<file path="config.mk">
export PLATFORM = sky130hd
export DESIGN_NAME = cps_ctrl
export DESIGN_NICKNAME = d
export VERILOG_FILES = /design/src/design/cps_pkg.sv /design/src/design/cps_ctrl.sv
export SDC_FILE = /design/constraint.sdc
export NUM_CORES = 1
export LEC_CHECK = 0
export ABC_AREA = 1
export BUFFER_PORTS_ARGS = -buffer_cell sky130_fd_sc_hd__clkbuf_2
export CORE_AREA = 3 3 84 78
export DETAILED_ROUTE_END_ITERATION = 8
export DIE_AREA = 0 0 87 81
export PLACE_DENSITY_LB_ADDON = 0.15
export RECOVER_POWER = 50
export SETUP_SLACK_MARGIN = 0.5
export SYNTH_ARGS = -nofsm -noshare
export SYNTH_HDL_FRONTEND = slang
export SYNTH_SLANG_ARGS = --single-unit
</file>
<file path="constraint.sdc">
create_clock -name i_clk -period 2.9 [get_ports i_clk]
set_clock_uncertainty 0.15 [all_clocks]
set_input_delay 0.145 -clock i_clk [delete_from_list [all_inputs] [get_ports i_clk]]
set_output_delay 0.145 -clock i_clk [all_outputs]
set_load 0.05 [all_outputs]
</file>
<file path="src/design/cps_pkg.sv">
// Shared types and constants for the closest pair search core.
package cps_pkg;

    localparam int XW    = 16;  // port coordinate width
    localparam int IDXW  = 10;  // port index width
    localparam int DISTW = 33;  // port squared distance width

    typedef struct packed {
        logic signed [XW-1:0] x_coord;
        logic signed [XW-1:0] y_coord;
        logic                 last_point;
    } t_in_item;

    typedef struct packed {
        logic                 found;
        logic [IDXW-1:0]      first_index;
        logic [IDXW-1:0]      second_index;
        logic signed [XW-1:0] first_x;
        logic signed [XW-1:0] first_y;
        logic signed [XW-1:0] second_x;
        logic signed [XW-1:0] second_y;
        logic [DISTW-1:0]     min_sq_distance;
        logic                 overflow;
    } t_out_item;

    typedef enum logic [2:0] {
        ST_LOAD,
        ST_RD_I,
        ST_RD_J,
        ST_DRAIN,
        ST_OUT
    } t_state;

    // controller -> datapath
    typedef struct packed {
        logic wr_en;
        logic rd_en;
        logic rd_row;    // read fetches the row point i, not a pair partner
        logic clr_best;
    } t_dp_cmd;

    // datapath -> controller
    typedef struct packed {
        logic busy;
    } t_dp_sts;

endpackage

</file>
<file path="src/design/cps_ctrl.sv">
// Controller: point loading, pair scan sequencing and result handshake.
module cps_ctrl
    import cps_pkg::*;
#(
    parameter int MAX_POINTS = 1024
) (
    input  logic                          i_clk,
    input  logic                          i_rst_n,
    input  logic                          i_in_valid,
    input  logic                          i_in_last,
    output logic                          o_in_ready,
    output logic                          o_out_valid,
    input  logic                          i_out_ready,
    output t_dp_cmd                       o_cmd,
    output logic [$clog2(MAX_POINTS)-1:0] o_wr_addr,
    output logic [$clog2(MAX_POINTS)-1:0] o_rd_addr,
    output logic [$clog2(MAX_POINTS)-1:0] o_row_idx,
    input  t_dp_sts                       i_sts,
    output logic                          o_overflow
);

    localparam int IW  = $clog2(MAX_POINTS);
    localparam int CNW = $clog2(MAX_POINTS + 1);

    t_state          r_state, n_state;
    logic [CNW-1:0]  r_count, n_count;
    logic            r_ovf,   n_ovf;
    logic [IW-1:0]   r_i,     n_i;
    logic [IW-1:0]   r_j,     n_j;
    logic            full;
    logic [CNW-1:0]  cnt_after;

    always_ff @(posedge i_clk) begin
        if (!i_rst_n) begin
            r_state <= ST_LOAD;
            r_count <= '0;
            r_ovf   <= 1'b0;
            r_i     <= '0;
            r_j     <= '0;
        end else begin
            r_state <= n_state;
            r_count <= n_count;
            r_ovf   <= n_ovf;
            r_i     <= n_i;
            r_j     <= n_j;
        end
    end

    assign full      = (r_count == CNW'(MAX_POINTS));
    assign cnt_after = full ? r_count : r_count + CNW'(1);

    always_comb begin
        n_state     = r_state;
        n_count     = r_count;
        n_ovf       = r_ovf;
        n_i         = r_i;
        n_j         = r_j;
        o_cmd       = '0;
        o_in_ready  = 1'b0;
        o_out_valid = 1'b0;
        o_rd_addr   = r_j;
        case (r_state)
            ST_LOAD: begin
                o_in_ready = 1'b1;
                if (i_in_valid) begin
                    if (!full) begin
                        o_cmd.wr_en = 1'b1;
                        n_count     = cnt_after;
                    end else begin
                        n_ovf = 1'b1;
                    end
                    if (i_in_last) begin
                        o_cmd.clr_best = 1'b1;
                        n_i            = '0;
                        n_state        = (cnt_after >= CNW'(2)) ? ST_RD_I : ST_DRAIN;
                    end
                end
            end
            ST_RD_I: begin
                o_cmd.rd_en  = 1'b1;
                o_cmd.rd_row = 1'b1;
                o_rd_addr    = r_i;
                n_j          = r_i + IW'(1);
                n_state      = ST_RD_J;
            end
            ST_RD_J: begin
                o_cmd.rd_en = 1'b1;
                if (CNW'(r_j) == r_count - CNW'(1)) begin
                    if (CNW'(r_i) == r_count - CNW'(2)) begin
                        n_state = ST_DRAIN;
                    end else begin
                        n_i     = r_i + IW'(1);
                        n_state = ST_RD_I;
                    end
                end else begin
                    n_j = r_j + IW'(1);
                end
            end
            ST_DRAIN: begin
                if (!i_sts.busy) begin
                    n_state = ST_OUT;
                end
            end
            ST_OUT: begin
                o_out_valid = 1'b1;
                if (i_out_ready) begin
                    n_count = '0;
                    n_ovf   = 1'b0;
                    n_state = ST_LOAD;
                end
            end
            default: begin
                n_state = ST_LOAD;
            end
        endcase
    end

    assign o_wr_addr  = r_count[IW-1:0];
    assign o_row_idx  = r_i;
    assign o_overflow = r_ovf;

endmodule

</file>
## Word-level counts from Yosys, hierarchy flattened

Cells that the tools add are included.

- Output and inout bits: 37
- Bits of input ports: 6
- Logic and storage cells: 72
- Bits in registers: 35

- Muxes and demuxes: 35
- Eq/ne operators: 16
- Add/subtract/negate cells: 5
- Reduce and logical (&&, ||, !) cells: 10
- Order comparisons: 1

Operator list:

| kind | count |
|---|---|
| 10-bit two-way mux | 6 |
| 11-bit two-way mux | 4 |
| 10-bit one-hot mux with 2 select lines | 2 |
| 10-bit by 11-bit equality test with 1-bit output | 2 |
| 11-bit one-hot mux with 2 select lines | 1 |
| 10-bit by 1-bit adder with 10-bit output (second input constant) | 2 |
| 2-bit != test (second input constant) | 9 |
| 3-bit two-way mux | 5 |
| 3-bit one-hot mux with 5 select lines | 1 |
| 1-bit two-way mux | 13 |
| 11-bit by 1-bit adder with 11-bit output (second input constant) | 1 |
| 11-bit equality test (second input constant) | 1 |
| 11-bit by 2-bit >= comparator with 1-bit output (second input constant) | 1 |
| 11-bit by 1-bit subtractor with 11-bit output (second input constant) | 1 |
| 11-bit by 2-bit subtractor with 11-bit output (second input constant) | 1 |
| 5-bit AND reduction | 2 |
| 4-bit AND reduction | 2 |
| 3-bit by 2-bit equality test with 1-bit output (second input constant) | 2 |
| 2-bit nonzero test | 3 |
| 2-bit two-way mux | 2 |
| 3-bit by 1-bit equality test with 1-bit output (second input constant) | 1 |
| 3-bit equality test (second input constant) | 1 |
| 3-bit zero test | 1 |
| 1-bit one-hot mux with 2 select lines | 1 |
| 2 further kinds | 2 |

## Depth between registers and ports, before layout

Gate-level depths: netlist of the first run.

- Word-level depth: 7
- Gate-level depth with buffers: 17
- Mapped depth without buffers: 16

## Worst setup path before layout of the first run

OpenSTA, ideal clock, no wires.

- Path type: reg2out
- Start: register r_state[2]
- End: output port o_rd_addr[0]
- Cell stages (with the launch flop): 5
- Buffers on the path: 2
- Data arrival time: 2.309 ns
- Required time: 2.605 ns
- Setup slack: 0.296 ns
- Path through: dfxtp_1 -> nor3_1 -> clkbuf_1 -> clkbuf_1 -> o21ai_0

- Word-level cells in the longest chain between the ends: 2

RTL lines:

| element | RTL line | RTL |
|---|---|---|
| start: declaration | cps_ctrl.sv:25 | `t_state r_state, n_state;` |
| start signal: assignment | cps_ctrl.sv:41 | `r_state <= n_state;` |
| 3-bit by 1-bit equality test with 1-bit output | cps_ctrl.sv:62 | `case (r_state)` |
| 10-bit two-way mux | cps_ctrl.sv:62 |  |
| end: declaration | cps_ctrl.sv:16 | `output logic [$clog2(MAX_POINTS)-1:0] o_rd_addr,` |

Every way passes these cells.

==> results by group, run 1 <==
Logic synthesis
  – Async SR Flop Fraction: 0%
  – Top FF cell, synth: dfxtp_1
  – Yosys top cell by area: dfxtp_1
  – Cell Area, Synth: 3317 sq um
  – Seq/Total Area, Yosys: 21.12%
  – Area contributors post-synth: dfxtp_1, nand2_1, nor2_1, inv_1, nand3_1
  – Count leader, synth: nand2_1
  – Mapped Cells: 584
  – Syn Nets: 597
  – Commonest cells in the synthesized netlist: nand2_1, nor2_1, inv_1
  – Top-area cell type share of the netlist area: 21.12%
  – Yosys reg bits: 35
  – Yosys warns: 0
  – Unique masters post-synth: 32
  – Post-synth EDFFs: 0
  – Mean post-synth cell area: 5.680 sq um

Timing
  – F_max: 416.9 MHz
  – Worst slew margin: 59.20%
  – Post-layout min period: 2399 ps
  – Setup Viol. Count Final: 0
  – Unrepaired setup endpoints after global routing: no
  – Tightest Pin Transition: 614.6 ps
  – Final hold viol count: 0
  – Slew Limit Fails: 0
  – Setup tns final: 0 ps
  – Fraction of the cycle the final worst path needs: 82.71%

Clock network
  – CTS root buf: clkbuf_8
  – Clock buffer depth: 2
  – # clock sinks: 35
  – CTS tree: done
  – Num CTS Buffers: 5
  – CTS H-tree depth: 2
  – Clk slew on worst S/H paths: 70 ps
  – Clock latency on the worst-skew pair: 300 ps

Hold path
  – Endpoint, Worst Hold: o_row_idx[8]
  – Worst min-delay path category: in -> reg
  – Worst hold start: i_rst_n
  – WHS Path Cells: 3

Route
  – Vias: 3885
  – Post-route DRC violation count: 0
  – Highest metal used: met4
  – First-pass iteration count of the detailed router: 5
  – Final WL: 10550 um
  – Routed met2 length: 4704 um
  – Avg Vias per Cell: 5.566
  – 1st-iter DRT viols: 388
  – Wire length on met3: 1065 um
  – Routed wire per std cell: 15.12 um
  – Met1 WL: 4616 um
  – Number of routed nets with antenna violations: 0

Placed design
  – Detailed placement HPWL: 7767 um
  – Cells after DPL: 677
  – GPL Wtd Cong: 1.002
  – I/O Buffers: 42
  – Placed Area: 3511 sq um

Worst setup path
  – R2R cell count: 10
  – Crit path cell chain: nor2_1, inv_1, nor2_1, nand2_1, nand2_1, a211oi_4, clkinvlp_2, nor2_4, clkbuf_8
  – Slowest CP cell: dfxtp_1
  – Crit path launch type: flip-flop
  – Reg2reg start: r_state[1]
  – Setup crit start: r_state[1]
  – Worst path required time: 2610 ps
  – Reg2reg setup slack: 510 ps
  – CP Capture Type: output port
  – CP Max Fanout: 6
  – Reg-to-reg endpoint: r_count[2]
  – Largest stage delay, worst path: 400 ps
  – WP data arrival: 2100 ps
  – Crit path kind: reg -> out

Final layout
  – Share of cells above drive strength 1: 12.26%
  – Diode count: 0
  – Final core utilization: 66.77%
  – Area Overhead vs Synth: 14.60%
  – Finished Layout Cells: 698
  – Filler cell count: 560
  – Finished Cell Area: 3801 sq um
  – Nets: 640

Global route
  – Initial antenna violation count: 0
  – Largest net degree at the start of global routing: 22
  – First-pass GRT wire length: 16350 um
  – GR Util All Layers: 29.78%
  – Vias in the first global route: 3336
  – Grt total ovfl: 0

Floorplan
  – Initial Util: 58.26%
  – Ports: 43
  – Std cell rows: 26
  – Die area: 7047 sq um
  – Die W: 87 um
  – Floorplan core area: 5693 sq um
  – DIE HEIGHT: 81 um

Power and ir drop
  – PD cells: 1139 nW/um^2
  – P_leak: 1.775 nW
  – VDD IR max: 0.7186 mV

Flow run
  – Max Cap Violations: 0

Outcome
  – Outcome: complete, no violations
==> metal layers <==
metal | vias to the layer above | global-route usage [%]
met4 | 0 | 7.165
met5 | - | 0
li1 | 1916 | -
met3 | 18 | 3.955
met2 | 204 | 46.51
met1 | 1747 | 43.15
==> through the flow <==
step / hold WS, ps / total power, mW / worst slack [ps]
after floorplan: 164.2 / 2.937 / 296.0
after global placement: 285.0 / 3.523 / 576.7
after detailed placement: 286.2 / 3.566 / 489.8
after CTS: 177.4 / 4.123 / 498.8
after global routing: 223.6 / 4.649 / 349.7
final: 194.5 / 4.328 / 501.4
==> what timing repair did <==
action,CTS,global route
gates cloned,0,2
setup endpoints to repair,1,24
resized for setup,7,17
pin swaps,2,7
hold endpoints to repair,2,0
hold buffers,2,0
setup buffers,2,7
==> cell type report <==
type,instances,area (sq um),area share [%]
Timing Repair Buffer,64,359.1,9.447
Clock inverter,2,35.03,0.9217
Inverter,69,260.3,6.847
Clock buffer,6,82.58,2.172
Sequential cell,35,706.9,18.60
Multi-Input combinational cell,452,2270,59.71
Tap cell,70,87.58,2.304
==> critical path: cells and delay by family (launching register included) <==
| kind | cells | cell delay (ps) |
|---|---|---|
| and+or+nand+nor | 5 | 640 |
| buffers and inverters | 3 | 540 |
| DFF | 1 | 400 |
| AOI/OAI and AO/OA | 1 | 220 |
==> state kept, by name, indices dropped and copies added, names as in the netlist <==
name and cells:
r_count 11, o_row_idx 10, r_j 10, r_state 3, o_overflow 1
==> cell usage in the layout (no fill, tap or decap), drive strengths merged, types with 4 or more instances in the layout <==
cell type and count:
nand2 192, nor2 98, inv 67, clkbuf 49, nand3 45, dfxtp 35, o21ai 33, a21oi 19
buf 19, xor2 17, nand4 17, nor3 12, ha 7, nand3b 4
==> how the worst max path moves through the flow <==
stage,end,slack (ps)
after floorplan,o_rd_addr[0],300
after global placement,o_cmd[3],580
after detailed placement,o_cmd[3],490
after CTS,r_j[6],500
after global routing,r_count[6],350
final,o_cmd[3],500
==> where the power goes <==
| group | switching (mW) | internal [mW] | leakage [nW] | total, mW |
|---|---|---|---|---|
| sequential | 0.244 | 0.616 | 0.288 | 0.859 |
| clock | 0.193 | 0.278 | 0.0612 | 0.471 |
| combinational | 2.10 | 0.899 | 1.43 | 3.00 |
| total | 2.53 | 1.79 | 1.77 | 4.33 |
==> logic make-up after synthesis <==
logic type,count (synthesis),share of synthesized area (%)
simple gates,369,48.93
buf+inv,99,13.58
compound gates,55,8.713
flops,35,21.12
xor+xnor,19,5.017
fa+ha+maj,7,2.640
Power figures use the tool's default switching activity.
==> inputs of run 2 (changes only) <==
clock period = 2.3 ns   (was 2.9 ns; I/O delays follow)
==> results by group, run 2 (same netlist as run 1, synthesis figures left out) <==
Timing
  – Final hold viol count: 0
  – Post-layout min period: 2198 ps
  – Setup tns final: 0 ps
  – Unrepaired setup endpoints after global routing: yes
  – Setup Viol. Count Final: 0
  – Hold slack: 247.9 ps
  – F_max: 454.9 MHz
  – Worst slew margin: 55.68%
  – Tightest Pin Transition: 667.7 ps
  – Slew Limit Fails: 0
  – Fraction of the cycle the final worst path needs: 95.57%

Final layout
  – Most common cell after layout, fill and taps aside: nand2_1
  – Finished Layout Cells: 732
  – Nets: 674
  – Filler cell count: 479
  – Most frequent cells in the layout: nand2_1, nor2_1, inv_1, nand3_1, buf_4
  – Share of cells above drive strength 1: 27.19%
  – Max reg flops: 11
  – Diode count: 0
  – Area Overhead vs Synth: 30.97%
  – Largest register by flop count: r_count

Worst setup path
  – Crit path launch type: flip-flop
  – Reg2reg setup slack: 100 ps
  – Worst path required time: 2380 ps
  – Reg2reg start: r_count[1]
  – CP Max Fanout: 8
  – Reg-to-reg endpoint: r_j[2]
  – Crit path kind: reg -> reg
  – WP data arrival: 2280 ps
  – CP Capture Type: flip-flop
  – R2R cell count: 16
  – Setup crit start: r_count[1]

Placed design
  – Cells after DPL: 686
  – GPL Wtd Cong: 0.9421
  – I/O Buffers: 42
  – Detailed placement HPWL: 7927 um

Floorplan
  – Die area: 7047 sq um
  – Floorplan core area: 5693 sq um
  – Std cell rows: 26
  – Die W: 87 um
  – DIE HEIGHT: 81 um
  – Ports: 43
  – Initial Util: 58.26%

Clock network
  – Clock latency on the worst-skew pair: 290 ps
  – Clock buffer depth: 2
  – CTS tree: done
  – Num CTS Buffers: 5
  – # clock sinks: 35
  – CTS H-tree depth: 2
  – Clk slew on worst S/H paths: 80 ps
  – CTS root buf: clkbuf_8

Route
  – 1st-iter DRT viols: 452
  – Final WL: 11860 um
  – Routed wire per std cell: 16.20 um
  – Vias: 4214
  – First-pass iteration count of the detailed router: 6
  – Post-route DRC violation count: 0
  – Avg Vias per Cell: 5.757
  – Number of routed nets with antenna violations: 0

Global route
  – GR Util All Layers: 32.41%
  – Largest net degree at the start of global routing: 22
  – Vias in the first global route: 3617
  – Grt total ovfl: 0
  – Initial antenna violation count: 0
  – First-pass GRT wire length: 17930 um

Power and ir drop
  – VDD IR max: 1.110 mV
  – PD cells: 1424 nW/um^2
  – P_leak: 2.024 nW

Hold path
  – Worst hold start: i_in_valid
  – Endpoint, Worst Hold: r_count[0]
  – Worst min-delay path category: in -> reg
  – WHS Path Cells: 6

Flow run
  – Max Cap Violations: 0

Outcome
  – Outcome: complete, no violations
-- run 2: where the power goes --
part | internal (mW) | switching [mW] | total, mW
clock network | 0.308 | 0.252 | 0.559
registers | 0.795 | 0.318 | 1.11
logic | 1.57 | 2.95 | 4.51
total | 2.67 | 3.52 | 6.19
-- run 2: worst max-delay path: stages, from the launching register on --
cell	delay, ps
dfxtp_4	360
inv_6	70
ha_4	160
inv_4	50
nor2_4	110
inv_2	70
nor2_2	100
nand2_1	70
nand3_1	70
nand2_1	70
nor2_2	100
nand3_2	120
buf_6	140
a21oi_4	140
buf_6	170
nand2_1	80
a21oi_2	110
-- run 2: layer usage --
| layer | global-route usage, % | part of all wire, % | vias up | routed length [um] |
|---|---|---|---|---|
| li1 | - | - | 1991 | - |
| met5 | 0 | 0 | - | 0 |
| met1 | 44.52 | 41 | 1918 | 4885 |
| met2 | 51.29 | 46 | 273 | 5407 |
| met4 | 10.59 | 2.2 | 0 | 263 |
| met3 | 5.680 | 11 | 32 | 1301 |
-- run 2: repair_timing --
| action | 4_1_cts | 5_1_grt |
|---|---|---|
| hold buffers | 3 | 0 |
| pin swaps | 24 | 26 |
| resized for setup | 58 | 48 |
| cloned | 4 | 1 |
| endpoints found under the setup margin | 46 | 46 |
| setup buffers | 23 | 7 |
| endpoints found under the hold margin | 9 | 0 |
-- run 2: metrics by stage --
stage | instance area (sq um) | utilization, % | setup slack, ps | total power [mW]
6_report | 4344 | 76.31 | 101.8 | 6.185
5_1_grt | 4344 | 76.31 | 19.67 | 6.544
4_1_cts | 4242 | 74.51 | 188.9 | 5.876
3_5_place_dp | 3717 | 65.30 | 42.85 | 4.803
3_3_place_gp | 3717 | 65.30 | 79.95 | 4.765
2_1_floorplan | 3475 | - | 263.8 | 3.943
-- run 2: layout make-up --
class | count | area [sq um] | area share, %
Clock buffer | 7 | 107.6 | 2.477
Timing Repair inverter | 1 | 6.256 | 0.1440
Tap cell | 70 | 87.58 | 2.016
Timing Repair Buffer | 98 | 684.4 | 15.75
Multi-Input combinational cell | 451 | 2434 | 56.02
Inverter | 69 | 279.0 | 6.423
Sequential cell | 35 | 740.7 | 17.05
Clock inverter | 1 | 5.005 | 0.1152
-- run 2: how the worst max path moves through the flow --
stage,endpoint,slack (ps),cells past startpoint
after floorplan,r_j[7],260,17
after global placement,o_cmd[3],80,9
after detailed placement,r_count[10],40,11
after CTS,r_j[2],190,16
after global routing,o_row_idx[8],20,10
final,r_j[2],100,16
==> inputs of run 3 (changes only) <==
CORE_AREA = 3 3 82 76   (was 3 3 84 78)
CTS_BUF_LIST = sky130_fd_sc_hd__clkbuf_8   (was not set)
DIE_AREA = 0 0 85 79   (was 0 0 87 81)
==> results by group, run 3 (same netlist as run 1, synthesis figures left out) <==
Worst setup path
  – Worst path required time: 2330 ps
  – Reg2reg setup slack: -70 ps
  – WP data arrival: 2400 ps
  – CP Capture Type: flip-flop
  – Reg-to-reg endpoint: o_row_idx[5]
  – R2R cell count: 15
  – CP Max Fanout: 7
  – Crit path kind: reg -> reg
  – Reg2reg start: r_count[2]
  – Crit path launch type: flip-flop

Placed design
  – GPL Wtd Cong: 0.9610
  – I/O Buffers: 42
  – Detailed placement HPWL: 8525 um

Timing
  – Setup Viol. Count Final: 8
  – Worst slew margin: 46.37%
  – Fraction of the cycle the final worst path needs: 103.0%
  – Post-layout min period: 2370 ps
  – Hold slack: 20.32 ps
  – Fin worst setup slack: -69.90 ps
  – Final hold viol count: 0
  – Tightest Pin Transition: 803.6 ps
  – F_max: 422.0 MHz
  – Slew Limit Fails: 0
  – Unrepaired setup endpoints after global routing: yes

Final layout
  – Final core utilization: 89.05%
  – Share of cells above drive strength 1: 31.02%
  – Largest register by flop count: r_count
  – Max reg flops: 11
  – Filler cell count: 293
  – Most frequent cells in the layout: nand2_1, nor2_1, inv_1, buf_4, nand3_1
  – Diode count: 0
  – Area Overhead vs Synth: 43.61%
  – Nets: 676
  – Most common cell after layout, fill and taps aside: nand2_1

Power and ir drop
  – PD cells: 1487 nW/um^2
  – VDD IR max: 1.258 mV
  – P_leak: 2.269 nW

Floorplan
  – Std cell rows: 25
  – Floorplan core area: 5349 sq um
  – DIE HEIGHT: 79 um
  – Initial Util: 62.01%
  – Die area: 6715 sq um
  – Die W: 85 um
  – Ports: 43

Route
  – Vias: 4582
  – Avg Vias per Cell: 6.268
  – Number of routed nets with antenna violations: 0
  – Post-route DRC violation count: 0
  – First-pass iteration count of the detailed router: 6
  – 1st-iter DRT viols: 778
  – Final WL: 14580 um
  – Routed wire per std cell: 19.94 um

Clock network
  – Clock latency on the worst-skew pair: 310 ps
  – CTS tree: done
  – CTS H-tree depth: 2
  – CTS root buf: clkbuf_8
  – Clk slew on worst S/H paths: 80 ps
  – # clock sinks: 35
  – Num CTS Buffers: 5
  – Clock buffer depth: 2

Global route
  – Grt total ovfl: 0
  – GR Util All Layers: 39.34%
  – First-pass GRT wire length: 20640 um
  – Vias in the first global route: 4090
  – Initial antenna violation count: 0
  – Largest net degree at the start of global routing: 17

Flow run
  – Max Cap Violations: 0

Hold path
  – WHS Path Cells: 4
  – Worst hold start: i_out_ready
  – Worst min-delay path category: in -> reg
  – Endpoint, Worst Hold: r_state[2]

Outcome
  – Failing checks: negative setup slack
  – Outcome: finished, violations left
## run 3: through the flow
stage | cells | power, mW | setup TNS (ps) | worst slack, ps | cell area, sq um
2_1_floorplan | 584 | 3.943 | 0 | 263.8 | 3475
3_3_place_gp | 681 | 4.797 | -187.9 | -46.42 | 3711
3_5_place_dp | 681 | 4.861 | -575.7 | -79.73 | 3711
4_1_cts | 723 | 6.207 | 0 | 123.3 | 4422
5_1_grt | 731 | 7.373 | -1561 | -140.8 | 4763
6_report | 731 | 7.083 | -159.9 | -69.90 | 4763
## run 3: how the worst max path moves through the flow
stage / from / to / slack, ps / cells past startpoint
final: r_count[2] / o_row_idx[5] / -70 / 15
after global routing: r_count[2] / o_row_idx[5] / -140 / 15
after CTS: r_count[1] / r_state[1] / 120 / 17
after detailed placement: r_count[5] / r_j[6] / -80 / 11
after global placement: r_count[5] / r_count[4] / -50 / 11
after floorplan: r_count[2] / r_j[7] / 260 / 17
## run 3: report_power, final
group	internal (mW)	leakage (nW)	switching, mW
registers	0.802	0.296	0.346
clock network	0.204	0.0505	0.255
logic	2.05	1.92	3.42
total	3.06	2.27	4.03
## run 3: area by class of cell
type | count | area, sq um | area share, %
clock buffer | 5 | 68.82 | 1.445
clock inverter | 3 | 12.51 | 0.2627
inverter | 69 | 281.5 | 5.910
multi-input combinational | 451 | 2639 | 55.40
sequential | 35 | 743.2 | 15.60
tap | 67 | 83.83 | 1.760
timing repair buffer | 101 | 934.6 | 19.62
## run 3: per-layer routing
metal	part of all wire (%)	GRT usage [%]	wire [um]
met5	0	0	0
met2	44	60.95	6398
met1	36	50.51	5237
met3	14	10.58	2108
met4	5.7	18.83	831
## run 3: worst max-delay path, stage by stage, from the launching register on
cell	delay, ps
dfxtp_4	370
buf_4	140
nor2_4	150
nand2_1	120
nor2_2	150
nand2_1	60
nand2_1	60
nand2_1	90
nor2_2	140
nand3_2	140
nand2_4	170
buf_12	130
buf_16	110
nand4_1	80
nand2_1	120
nor2_1	60
## run 3: repair_timing
action | in CTS | in global routing
pin swaps | 23 | 16
cloned | 5 | 0
gates resized for setup | 85 | 81
endpoints found under the hold margin | 2 | 0
endpoints found under the setup margin | 47 | 48
buffers inserted | 28 | 8
hold buffers | 1 | 0
